`src/hw/rtl/assert_macros.svh`:
```
// Assertion macros shared by the RTL modules.
// The clocked form is disabled while reset is asserted.
`ifndef ASSERT_MACROS_SVH
`define ASSERT_MACROS_SVH

`ifndef SYNTHESIS
`define B64D_ASSERT(lbl, clk, rst_n, prop) \
    lbl: assert property (@(posedge clk) disable iff (!(rst_n)) (prop)) \
        else $error("assertion failed");
`define B64D_ASSERT_ALWAYS(lbl, clk, prop) \
    lbl: assert property (@(posedge clk) (prop)) \
        else $error("assertion failed");
`else
`define B64D_ASSERT(lbl, clk, rst_n, prop)
`define B64D_ASSERT_ALWAYS(lbl, clk, prop)
`endif

`endif

```
`src/hw/rtl/b64d_pkg.sv`:
```
package b64d_pkg;

    typedef enum logic [1:0] {
        KIND_DATA  = 2'd0,
        KIND_DONE  = 2'd1,
        KIND_ERROR = 2'd2
    } t_kind;

    localparam logic [7:0] CHAR_PAD = 8'h3D;
    localparam logic [7:0] CHAR_NUL = 8'h00;

    localparam int MAX_PUSH   = 3;
    localparam int FIFO_DEPTH = 8;
    localparam int FIFO_PTR_W = 3;
    localparam int FIFO_CNT_W = 4;

    typedef struct packed {
        t_kind       kind;
        logic [7:0]  data_byte;
        logic [15:0] byte_count;
        logic        last;
    } t_result;

    typedef struct packed {
        logic [1:0]         num;
        t_result [2:0]      res;
    } t_push;

    typedef struct packed {
        logic       valid;
        logic [5:0] value;
    } t_sextet;

    function automatic t_sextet sextet_of(input logic [7:0] ch);
        t_sextet s;
        s.valid = 1'b1;
        s.value = 6'd0;
        if (ch >= 8'h41 && ch <= 8'h5A) begin
            s.value = 6'(ch - 8'h41);
        end else if (ch >= 8'h61 && ch <= 8'h7A) begin
            s.value = 6'(ch - 8'h47);
        end else if (ch >= 8'h30 && ch <= 8'h39) begin
            s.value = 6'(ch + 8'h04);
        end else if (ch == 8'h2B) begin
            s.value = 6'd62;
        end else if (ch == 8'h2F) begin
            s.value = 6'd63;
        end else begin
            s.valid = 1'b0;
        end
        return s;
    endfunction

endpackage

```
`src/hw/rtl/b64d_in_if.sv`:
```
interface b64d_in_if;
    logic       valid;
    logic       ready;
    logic [7:0] character;
    logic       terminator;

    modport source (output valid, output character, output terminator, input ready);
    modport sink (input valid, input character, input terminator, output ready);
endinterface

```
`src/hw/rtl/b64d_out_if.sv`:
```
interface b64d_out_if;
    logic        valid;
    logic        ready;
    logic [1:0]  kind;
    logic [7:0]  data_byte;
    logic [15:0] byte_count;
    logic        last;

    modport source (output valid, output kind, output data_byte, output byte_count,
                    output last, input ready);
    modport sink (input valid, input kind, input data_byte, input byte_count,
                  input last, output ready);
endinterface

```
`src/hw/rtl/b64d_decode.sv`:
```
`include "assert_macros.svh"

module b64d_decode
    import b64d_pkg::*;
#(
    parameter int COUNT_WIDTH = 16
) (
    input  logic       i_clk,
    input  logic       i_rst_n,
    input  logic       i_accept,
    input  logic [7:0] i_character,
    input  logic       i_terminator,
    output t_push      o_push
);

    localparam logic [COUNT_WIDTH-1:0] CountMax = '1;

    logic [1:0]             r_pos;
    logic [23:0]            r_bits;
    logic [2:0]             r_pad;
    logic                   r_stopped;
    logic                   r_error;
    logic [COUNT_WIDTH-1:0] r_total;

    logic [1:0]             n_pos;
    logic [23:0]            n_bits;
    logic [2:0]             n_pad;
    logic                   n_stopped;
    logic                   n_error;
    logic [COUNT_WIDTH-1:0] n_total;

    logic                   term;
    logic                   is_pad;
    t_sextet                sx;
    logic [23:0]            shifted;
    logic [2:0]             pad_next;
    logic [1:0]             nbytes;
    logic [COUNT_WIDTH:0]   sum;
    logic [31:0]            total_ext;
    t_push                  push;

    assign term      = i_terminator || (i_character == CHAR_NUL);
    assign is_pad    = (i_character == CHAR_PAD);
    assign sx        = sextet_of(i_character);
    assign shifted   = {r_bits[17:0], (is_pad ? 6'd0 : sx.value)};
    assign pad_next  = is_pad ? r_pad + 3'd1 : r_pad;
    assign nbytes    = (pad_next > 3'd2) ? 2'd0 : 2'(3'd3 - pad_next);
    assign sum       = {1'b0, r_total} + (COUNT_WIDTH + 1)'(nbytes);
    assign total_ext = 32'(r_total);

    always_comb begin
        n_pos     = r_pos;
        n_bits    = r_bits;
        n_pad     = r_pad;
        n_stopped = r_stopped;
        n_error   = r_error;
        n_total   = r_total;
        push      = '0;
        if (i_accept) begin
            if (term) begin
                push.num = 2'd1;
                if (r_error || (!r_stopped && r_pos != 2'd0)) begin
                    push.res[0].kind = KIND_ERROR;
                end else begin
                    push.res[0].kind       = KIND_DONE;
                    push.res[0].byte_count = total_ext[15:0];
                end
                push.res[0].last = 1'b1;
                n_pos     = 2'd0;
                n_bits    = '0;
                n_pad     = '0;
                n_stopped = 1'b0;
                n_error   = 1'b0;
                n_total   = '0;
            end else if (!r_stopped && !r_error) begin
                if (r_pos == 2'd0 && !is_pad && !sx.valid) begin
                    n_stopped = 1'b1;
                end else if (!is_pad && (r_pad != 3'd0 || !sx.valid)) begin
                    n_error = 1'b1;
                end else if (r_pos != 2'd3) begin
                    n_pos  = r_pos + 2'd1;
                    n_bits = shifted;
                    n_pad  = pad_next;
                end else begin
                    n_pos  = 2'd0;
                    n_bits = '0;
                    n_pad  = '0;
                    if (nbytes == 2'd0) begin
                        n_error = 1'b1;
                    end else begin
                        push.num = nbytes;
                        for (int k = 0; k < MAX_PUSH; k++) begin
                            push.res[k].kind      = KIND_DATA;
                            push.res[k].data_byte = shifted[23 - 8 * k -: 8];
                            push.res[k].last      = (2'(k) == nbytes - 2'd1);
                        end
                        n_total = sum[COUNT_WIDTH] ? CountMax : sum[COUNT_WIDTH-1:0];
                    end
                end
            end
        end
    end

    always_ff @(posedge i_clk) begin
        if (!i_rst_n) begin
            r_pos     <= 2'd0;
            r_bits    <= '0;
            r_pad     <= '0;
            r_stopped <= 1'b0;
            r_error   <= 1'b0;
            r_total   <= '0;
        end else begin
            r_pos     <= n_pos;
            r_bits    <= n_bits;
            r_pad     <= n_pad;
            r_stopped <= n_stopped;
            r_error   <= n_error;
            r_total   <= n_total;
        end
    end

    assign o_push = push;

    // Stopping and an error both freeze the group, so they never coexist.
    `B64D_ASSERT(a_stop_err_excl, i_clk, i_rst_n, !(r_stopped && r_error))
    `B64D_ASSERT(a_term_clears, i_clk, i_rst_n,
        (i_accept && term) |=> (r_pos == 2'd0 && !r_stopped && !r_error && r_total == '0))
    `B64D_ASSERT(a_pad_bound, i_clk, i_rst_n, r_pad <= 3'd3)

endmodule

```
`src/hw/rtl/b64d_fifo.sv`:
```
`include "assert_macros.svh"

module b64d_fifo
    import b64d_pkg::*;
(
    input  logic        i_clk,
    input  logic        i_rst_n,
    input  t_push       i_push,
    output logic        o_space,
    b64d_out_if.source  o_out
);

    t_result                r_mem [FIFO_DEPTH];
    logic [FIFO_PTR_W-1:0]  r_wr_ptr;
    logic [FIFO_PTR_W-1:0]  r_rd_ptr;
    logic [FIFO_CNT_W-1:0]  r_count;

    logic [FIFO_PTR_W-1:0]  n_wr_ptr;
    logic [FIFO_PTR_W-1:0]  n_rd_ptr;
    logic [FIFO_CNT_W-1:0]  n_count;

    logic                   pop;
    t_result                head;

    assign pop  = o_out.valid && o_out.ready;
    assign head = r_mem[r_rd_ptr];

    assign n_wr_ptr = r_wr_ptr + FIFO_PTR_W'(i_push.num);
    assign n_rd_ptr = r_rd_ptr + FIFO_PTR_W'(pop);
    assign n_count  = r_count + FIFO_CNT_W'(i_push.num) - FIFO_CNT_W'(pop);

    always_ff @(posedge i_clk) begin
        for (int k = 0; k < MAX_PUSH; k++) begin
            if (2'(k) < i_push.num) begin
                r_mem[r_wr_ptr + FIFO_PTR_W'(k)] <= i_push.res[k];
            end
        end
    end

    always_ff @(posedge i_clk) begin
        if (!i_rst_n) begin
            r_wr_ptr <= '0;
            r_rd_ptr <= '0;
            r_count  <= '0;
        end else begin
            r_wr_ptr <= n_wr_ptr;
            r_rd_ptr <= n_rd_ptr;
            r_count  <= n_count;
        end
    end

    assign o_space          = (r_count <= FIFO_CNT_W'(FIFO_DEPTH - MAX_PUSH));
    assign o_out.valid      = (r_count != '0);
    assign o_out.kind       = head.kind;
    assign o_out.data_byte  = head.data_byte;
    assign o_out.byte_count = head.byte_count;
    assign o_out.last       = head.last;

    `B64D_ASSERT(a_count_bound, i_clk, i_rst_n, r_count <= FIFO_CNT_W'(FIFO_DEPTH))
    `B64D_ASSERT(a_no_overflow, i_clk, i_rst_n,
        (i_push.num != 2'd0) |-> (r_count <= FIFO_CNT_W'(FIFO_DEPTH - MAX_PUSH)))
    `B64D_ASSERT(a_drain_empty, i_clk, i_rst_n,
        (pop && r_count == FIFO_CNT_W'(1) && i_push.num == 2'd0) |=> !o_out.valid)

endmodule

```
`src/hw/rtl/base64_decoder.sv`:
```
// Streaming base64 decoder.
// The input channel takes one request per character: an 8-bit character and a
// terminator flag. A character of value zero also ends the string.
// The output channel gives one request per result: a data byte, a done result
// with the decoded byte count, or an error result; last marks the final result
// caused by one input request.
// A complete group of four characters gives up to three data bytes; a
// terminator gives exactly one done or error result and clears the decoder.
// Results enter an eight-entry result queue in the cycle after acceptance.
// One character is accepted every cycle while the queue has room for three
// more results; while the receiver is ready, the queue drains one result per
// cycle, keeping up with the three bytes that every four characters produce.
// When the receiver stalls, the queue fills and input ready drops once fewer
// than three entries are free; no result is lost.
// A synchronous active-low reset empties the queue and clears the group,
// the pad and error flags and the byte count.
module base64_decoder
    import b64d_pkg::*;
#(
    parameter int COUNT_WIDTH = 16
) (
    input  logic        i_clk,
    input  logic        i_rst_n,
    b64d_in_if.sink     i_in,
    b64d_out_if.source  o_out
);

    logic  accept;
    logic  space;
    t_push push;

    assign i_in.ready = space;
    assign accept     = i_in.valid && space;

    b64d_decode #(
        .COUNT_WIDTH (COUNT_WIDTH)
    ) u_decode (
        .i_clk        (i_clk),
        .i_rst_n      (i_rst_n),
        .i_accept     (accept),
        .i_character  (i_in.character),
        .i_terminator (i_in.terminator),
        .o_push       (push)
    );

    b64d_fifo u_fifo (
        .i_clk   (i_clk),
        .i_rst_n (i_rst_n),
        .i_push  (push),
        .o_space (space),
        .o_out   (o_out)
    );

endmodule

```
`src/flat_wrapper.sv`:
```
// flat-port wrapper written by rule: the top's interface ports become plain ports
module base64_decoder_flat import b64d_pkg::*;
#(
    parameter int COUNT_WIDTH = 16
)
  (i_clk, i_rst_n, i_in_valid, i_in_character, i_in_terminator, i_in_ready, o_out_valid, o_out_kind, o_out_data_byte, o_out_byte_count, o_out_last, o_out_ready);
  b64d_in_if i_in_i ();
  b64d_out_if o_out_i ();
  input  logic i_clk;
  input  logic i_rst_n;
  input wire logic [$bits(i_in_i.valid)-1:0] i_in_valid;
  input wire logic [$bits(i_in_i.character)-1:0] i_in_character;
  input wire logic [$bits(i_in_i.terminator)-1:0] i_in_terminator;
  output wire logic [$bits(i_in_i.ready)-1:0] i_in_ready;
  output wire logic [$bits(o_out_i.valid)-1:0] o_out_valid;
  output wire logic [$bits(o_out_i.kind)-1:0] o_out_kind;
  output wire logic [$bits(o_out_i.data_byte)-1:0] o_out_data_byte;
  output wire logic [$bits(o_out_i.byte_count)-1:0] o_out_byte_count;
  output wire logic [$bits(o_out_i.last)-1:0] o_out_last;
  input wire logic [$bits(o_out_i.ready)-1:0] o_out_ready;
  assign i_in_i.valid = i_in_valid;
  assign i_in_i.character = i_in_character;
  assign i_in_i.terminator = i_in_terminator;
  assign i_in_ready = i_in_i.ready;
  assign o_out_valid = o_out_i.valid;
  assign o_out_kind = o_out_i.kind;
  assign o_out_data_byte = o_out_i.data_byte;
  assign o_out_byte_count = o_out_i.byte_count;
  assign o_out_last = o_out_i.last;
  assign o_out_i.ready = o_out_ready;
  base64_decoder #(.COUNT_WIDTH(COUNT_WIDTH)) u_core (.i_clk(i_clk), .i_rst_n(i_rst_n), .i_in(i_in_i), .o_out(o_out_i));
endmodule
```
`config.mk`:
```
export PLATFORM = sky130hd
export DESIGN_NAME = base64_decoder_flat
export DESIGN_NICKNAME = d
export VERILOG_FILES = /design/src/hw/rtl/b64d_pkg.sv /design/src/hw/rtl/b64d_in_if.sv /design/src/hw/rtl/b64d_out_if.sv /design/src/hw/rtl/b64d_decode.sv /design/src/hw/rtl/b64d_fifo.sv /design/src/hw/rtl/base64_decoder.sv /design/src/flat_wrapper.sv
export VERILOG_INCLUDE_DIRS = /design/src /design/src/hw/rtl
export SDC_FILE = /design/constraint.sdc
export NUM_CORES = 1
export LEC_CHECK = 0
export BUFFER_PORTS_ARGS = -buffer_cell sky130_fd_sc_hd__buf_2
export CAP_MARGIN = 20
export CORE_MARGIN = 5
export CORE_UTILIZATION = 59
export DETAILED_ROUTE_END_ITERATION = 6
export GPL_ROUTABILITY_DRIVEN = 1
export GPL_TIMING_DRIVEN = 0
export PLACE_DENSITY = 0.76
export SETUP_SLACK_MARGIN = 0.5
export SYNTH_ARGS = -nofsm -noshare
export SYNTH_HDL_FRONTEND = slang
export SYNTH_SLANG_ARGS = --single-unit
```
`constraint.sdc`:
```
create_clock -name i_clk -period 4.9 [get_ports i_clk]
set_clock_uncertainty 0.05 [all_clocks]
set_input_delay 0.735 -clock i_clk [delete_from_list [all_inputs] [get_ports i_clk]]
set_output_delay 0.735 -clock i_clk [all_outputs]
set_load 0.005 [all_outputs]
```
==> results by group <==
Clock network
  • Hold-fix buffers, CTS: 0
  • CTS root buf: clkbuf_16
  • H-Tree Level Count: 1
  • CTS tree: done
  • Clock Latency Late Sink: 0.58 ns
  • Clk sinks: 267
  • Total CTS buffers: 29
  • Clock buffer depth: 3
  • Worst-path clk slew: 0.06 ns

STA
  • TNS Setup: 0 ns
  • Final setup fails: 0
  • RSZ-0062 raised after global routing: no
  • Final Hold Viols: 0
  • Slew headroom: 30.0%
  • Final Max Slew Viols: 0
  • Worst-Margin Slew: 1.05 ns
  • Final cycle utilization of the critical path: 85.9%
  • Final min period: 4.21 ns
  • Fmax: 0.238 GHz

Yosys
  • Synthesized area: 14,400 µm²
  • Yosys cell types: 74
  • Async SR Flop Fraction: 0%
  • Ys flop type: dfxtp_1
  • Post-Synthesis Cells: 1,506
  • Post-synth net total: 1,549
  • Yosys warns: 0
  • Number of enable flip-flop cells after synthesis: 72
  • Syn Area/Cell: 9.56 µm²
  • Synth Register Bits: 267
  • Sequential share of the synthesized area: 42.1%

Pwr
  • Worst ir drop on vdd: 0.321 mV
  • Cell Pwr Density: 351 nW/µm²
  • Clk pwr share: 40.1%
  • Internal Power: 4.04 mW
  • Comb power frac: 18.3%
  • Switching part of the total: 28.3%
  • Register share of total power: 41.6%
  • NetSw: 1.60 mW
  • P_leak: 5.66 nW

Critical path
  • Max incr delay on CP: 0.51 ns
  • Crit. End Element: flop
  • CP arrival: 4.37 ns
  • Worst path cell trace: buf_2 -> clkbuf_1 -> inv_1 -> ha_1 -> a21o_1 -> o211a_1 -> o32a_1 -> a211o_1 -> buf_6 -> inv_2 -> buf_4 -> nand3_2 -> o41ai_4 -> nand2b_2
  • CP max stage cell: nand2b_2
  • CP startpoint kind: primary input
  • Reg2Reg Depth: 12
  • Crit Path Category: primary input to flop
  • Data required, critical path: 5.06 ns
  • Worst-path maximum fanout: 10

Layout
  • Share of layout cells above drive strength 1: 16.0%
  • Ant. Diodes: 0
  • Post-layout instance area: 16,100 µm²
  • Multi-input gate area: 7660 µm²
  • Seq. cell area: 6070 µm²
  • Fin nets: 1,623
  • Synthesis-to-finish area growth: 11.6%
  • Fill cell count: 1,967

GRT
  • First-pass GRT wire length: 74.5 mm
  • GRT Util Overall: 33.8%
  • Initial antenna violation count: 1
  • GR Layer Usage met2: 50.2%
  • GRT busiest layer: met2
  • Met3 Usage GRT: 9.45%
  • Largest net degree at the start of global routing: 16
  • Vias in the first global route: 12,764
  • Met1 Use GR: 48.7%
  • Overflow after GRT: 0

Die
  • Die span in x: 166 µm
  • Full die area: 27,600 µm²
  • DIE HEIGHT: 166 µm
  • Number of placed I/O pins: 42
  • Cell row count: 57
  • Core Area: 24,200 µm²
  • Starting Density: 59.5%

Place
  • Final GP Congestion: 1.00
  • Placed Area: 15,000 µm²
  • Post-DP HPWL: 33.7 mm
  • IO buf count: 41

Outcome
  • Status: completed

Worst hold path
  • Hold path cells: 3
  • Hold Path Class: primary input to flop

Route
  • Final WL: 48.1 mm
  • Post-DR wirelength/cell: 25.0 µm
  • Initial drt markers: 1,973
  • ANT nets after route: 0
  • TritonRoute pass-1 iters: 6
  • Via count: 13,418
  • DRC: 0
  • Vias per std cell: 6.96

Job
  • Max Cap Viol: 0
cell families (layout without fill, tap and decap cells):
| family | count (synthesis) | after routing | share of synthesized area (%) |
|---|---|---|---|
| multiplexers | 83 | 83 | 10.7 |
| flip-flops | 267 | 267 | 42.1 |
| XOR/XNOR | 13 | 13 | 0.791 |
| AND/OR/NAND/NOR | 510 | 510 | 16.9 |
| buffers and inverters | 155 | 252 | 4.89 |
| AO/OA/AOI/OAI | 448 | 448 | 21.8 |
| adder cells (fa/ha/maj) | 30 | 30 | 2.76 |
power by group through the flow:
stage | registers (mW) | clock network (mW) | logic (mW)
2_1_floorplan | 2.38 | 0 | 0.703
3_3_place_gp | 2.39 | 0 | 0.991
3_5_place_dp | 2.39 | 0 | 1.01
4_1_cts | 2.34 | 2.27 | 1.02
5_1_grt | 2.35 | 2.37 | 1.12
6_report | 2.35 | 2.26 | 1.03
critical path, delay by kind of cell:
family	cells	cell delay, ns
fa+ha+maj	1	0.34
simple gates	2	0.80
buf+inv	6	1.07
compound gates	5	1.42
synth_stat cells, drive strengths merged, types with 7 or more instances:
| cell type | count | area, µm² |
|---|---|---|
| dfxtp | 195 | 3900 |
| nor2 | 182 | 686 |
| nand2 | 115 | 432 |
| o21ai | 101 | 566 |
| nand3 | 91 | 485 |
| a22oi | 81 | 608 |
| a32oi | 77 | 674 |
| clkbuf | 77 | 292 |
| edfxtp | 72 | 2160 |
| a21oi | 62 | 325 |
| mux4 | 54 | 1220 |
| a31oi | 47 | 294 |
| buf | 47 | 297 |
| nor2b | 34 | 213 |
| a21boi | 32 | 240 |
| inv | 31 | 116 |
| ha | 27 | 338 |
| mux2 | 27 | 304 |
| and2 | 24 | 150 |
| nand2b | 17 | 106 |
| nor3 | 12 | 86.3 |
| o211ai | 11 | 82.6 |
| xor2 | 8 | 70.1 |
| and3 | 7 | 43.8 |
repair_timing:
item,in CTS,in global routing
setup endpoints to repair,0,95
resized for setup,0,17
hold endpoints to repair,0,0
setup buffers,0,0
metrics by stage:
stage | hold slack (ns) | utilization (%) | setup WS (ns) | total power, mW | std cells
floorplan | 0.398 | - | 0.997 | 3.08 | 1506
global placement | 0.411 | 62.1 | 0.0728 | 3.38 | 1871
detailed placement | 0.422 | 62.1 | 0.00270 | 3.40 | 1871
CTS | 0.426 | 66.2 | 0.579 | 5.63 | 1925
global route | 0.437 | 66.4 | 0.504 | 5.84 | 1927
finish | 0.438 | 66.4 | 0.690 | 5.64 | 1927
registers in the layout (all words and copies together) (netlist names):
register / count
u_core.u_decode.r_bits: 18
u_core.u_decode.r_error: 1
u_core.u_decode.r_pad: 3
u_core.u_decode.r_pos: 2
u_core.u_decode.r_stopped: 1
u_core.u_decode.r_total: 16
u_core.u_fifo.r_count: 4
u_core.u_fifo.r_mem: 216
u_core.u_fifo.r_rd_ptr: 3
u_core.u_fifo.r_wr_ptr: 3
worst paths after layout:
path / to / start / slack [ns]
max reg2reg: u_core.u_fifo.r_mem[7][18]$_DFFE_PP_ / u_core.u_fifo.r_count[3]$_SDFF_PN0_ / 0.99
max: u_core.u_fifo.r_mem[7][18]$_DFFE_PP_ / i_in_character[2] / 0.69
min: u_core.u_decode.r_error$_SDFFE_PN0P_ / i_rst_n / 0.44
min reg2reg: u_core.u_fifo.r_mem[6][2]$_SDFFE_PP0N_ / u_core.u_fifo.r_mem[6][2]$_SDFFE_PP0N_ / 0.44
cell type report:
| class | instances | area share, % |
|---|---|---|
| Inverter | 31 | 0.725 |
| Clock buffer | 45 | 5.53 |
| Timing Repair Buffer | 43 | 1.37 |
| Multi-Input combinational cell | 1084 | 47.7 |
| Sequential cell | 267 | 37.8 |
| Tap cell | 324 | 2.53 |
| Buffer | 124 | 3.69 |
| Clock inverter | 9 | 0.678 |
layout by cell type, fill, tap and decap left out, types with 27 or more instances in the layout:
master | Yosys | final
a21boi_0 | 31 | 31
a21oi_1 | 58 | 58
a22oi_1 | 81 | 81
a31oi_1 | 47 | 47
a32oi_1 | 77 | 77
buf_2 | 21 | 62
clkbuf_1 | 75 | 80
clkbuf_16 | 0 | 30
dfxtp_1 | 195 | 195
edfxtp_1 | 72 | 72
ha_1 | 27 | 27
inv_1 | 29 | 29
mux2_2 | 27 | 27
mux4_2 | 54 | 54
nand2_1 | 115 | 115
nand3_1 | 85 | 85
nor2_1 | 181 | 181
nor2b_1 | 34 | 34
o21ai_0 | 74 | 74
layer usage:
layer | wire, µm | part of all wire, %
met4 | 1400 | 2.9
met2 | 21100 | 44
met5 | 22 | 0.046
met1 | 19200 | 40
met3 | 6430 | 13
(Power assumes the default switching activity.)
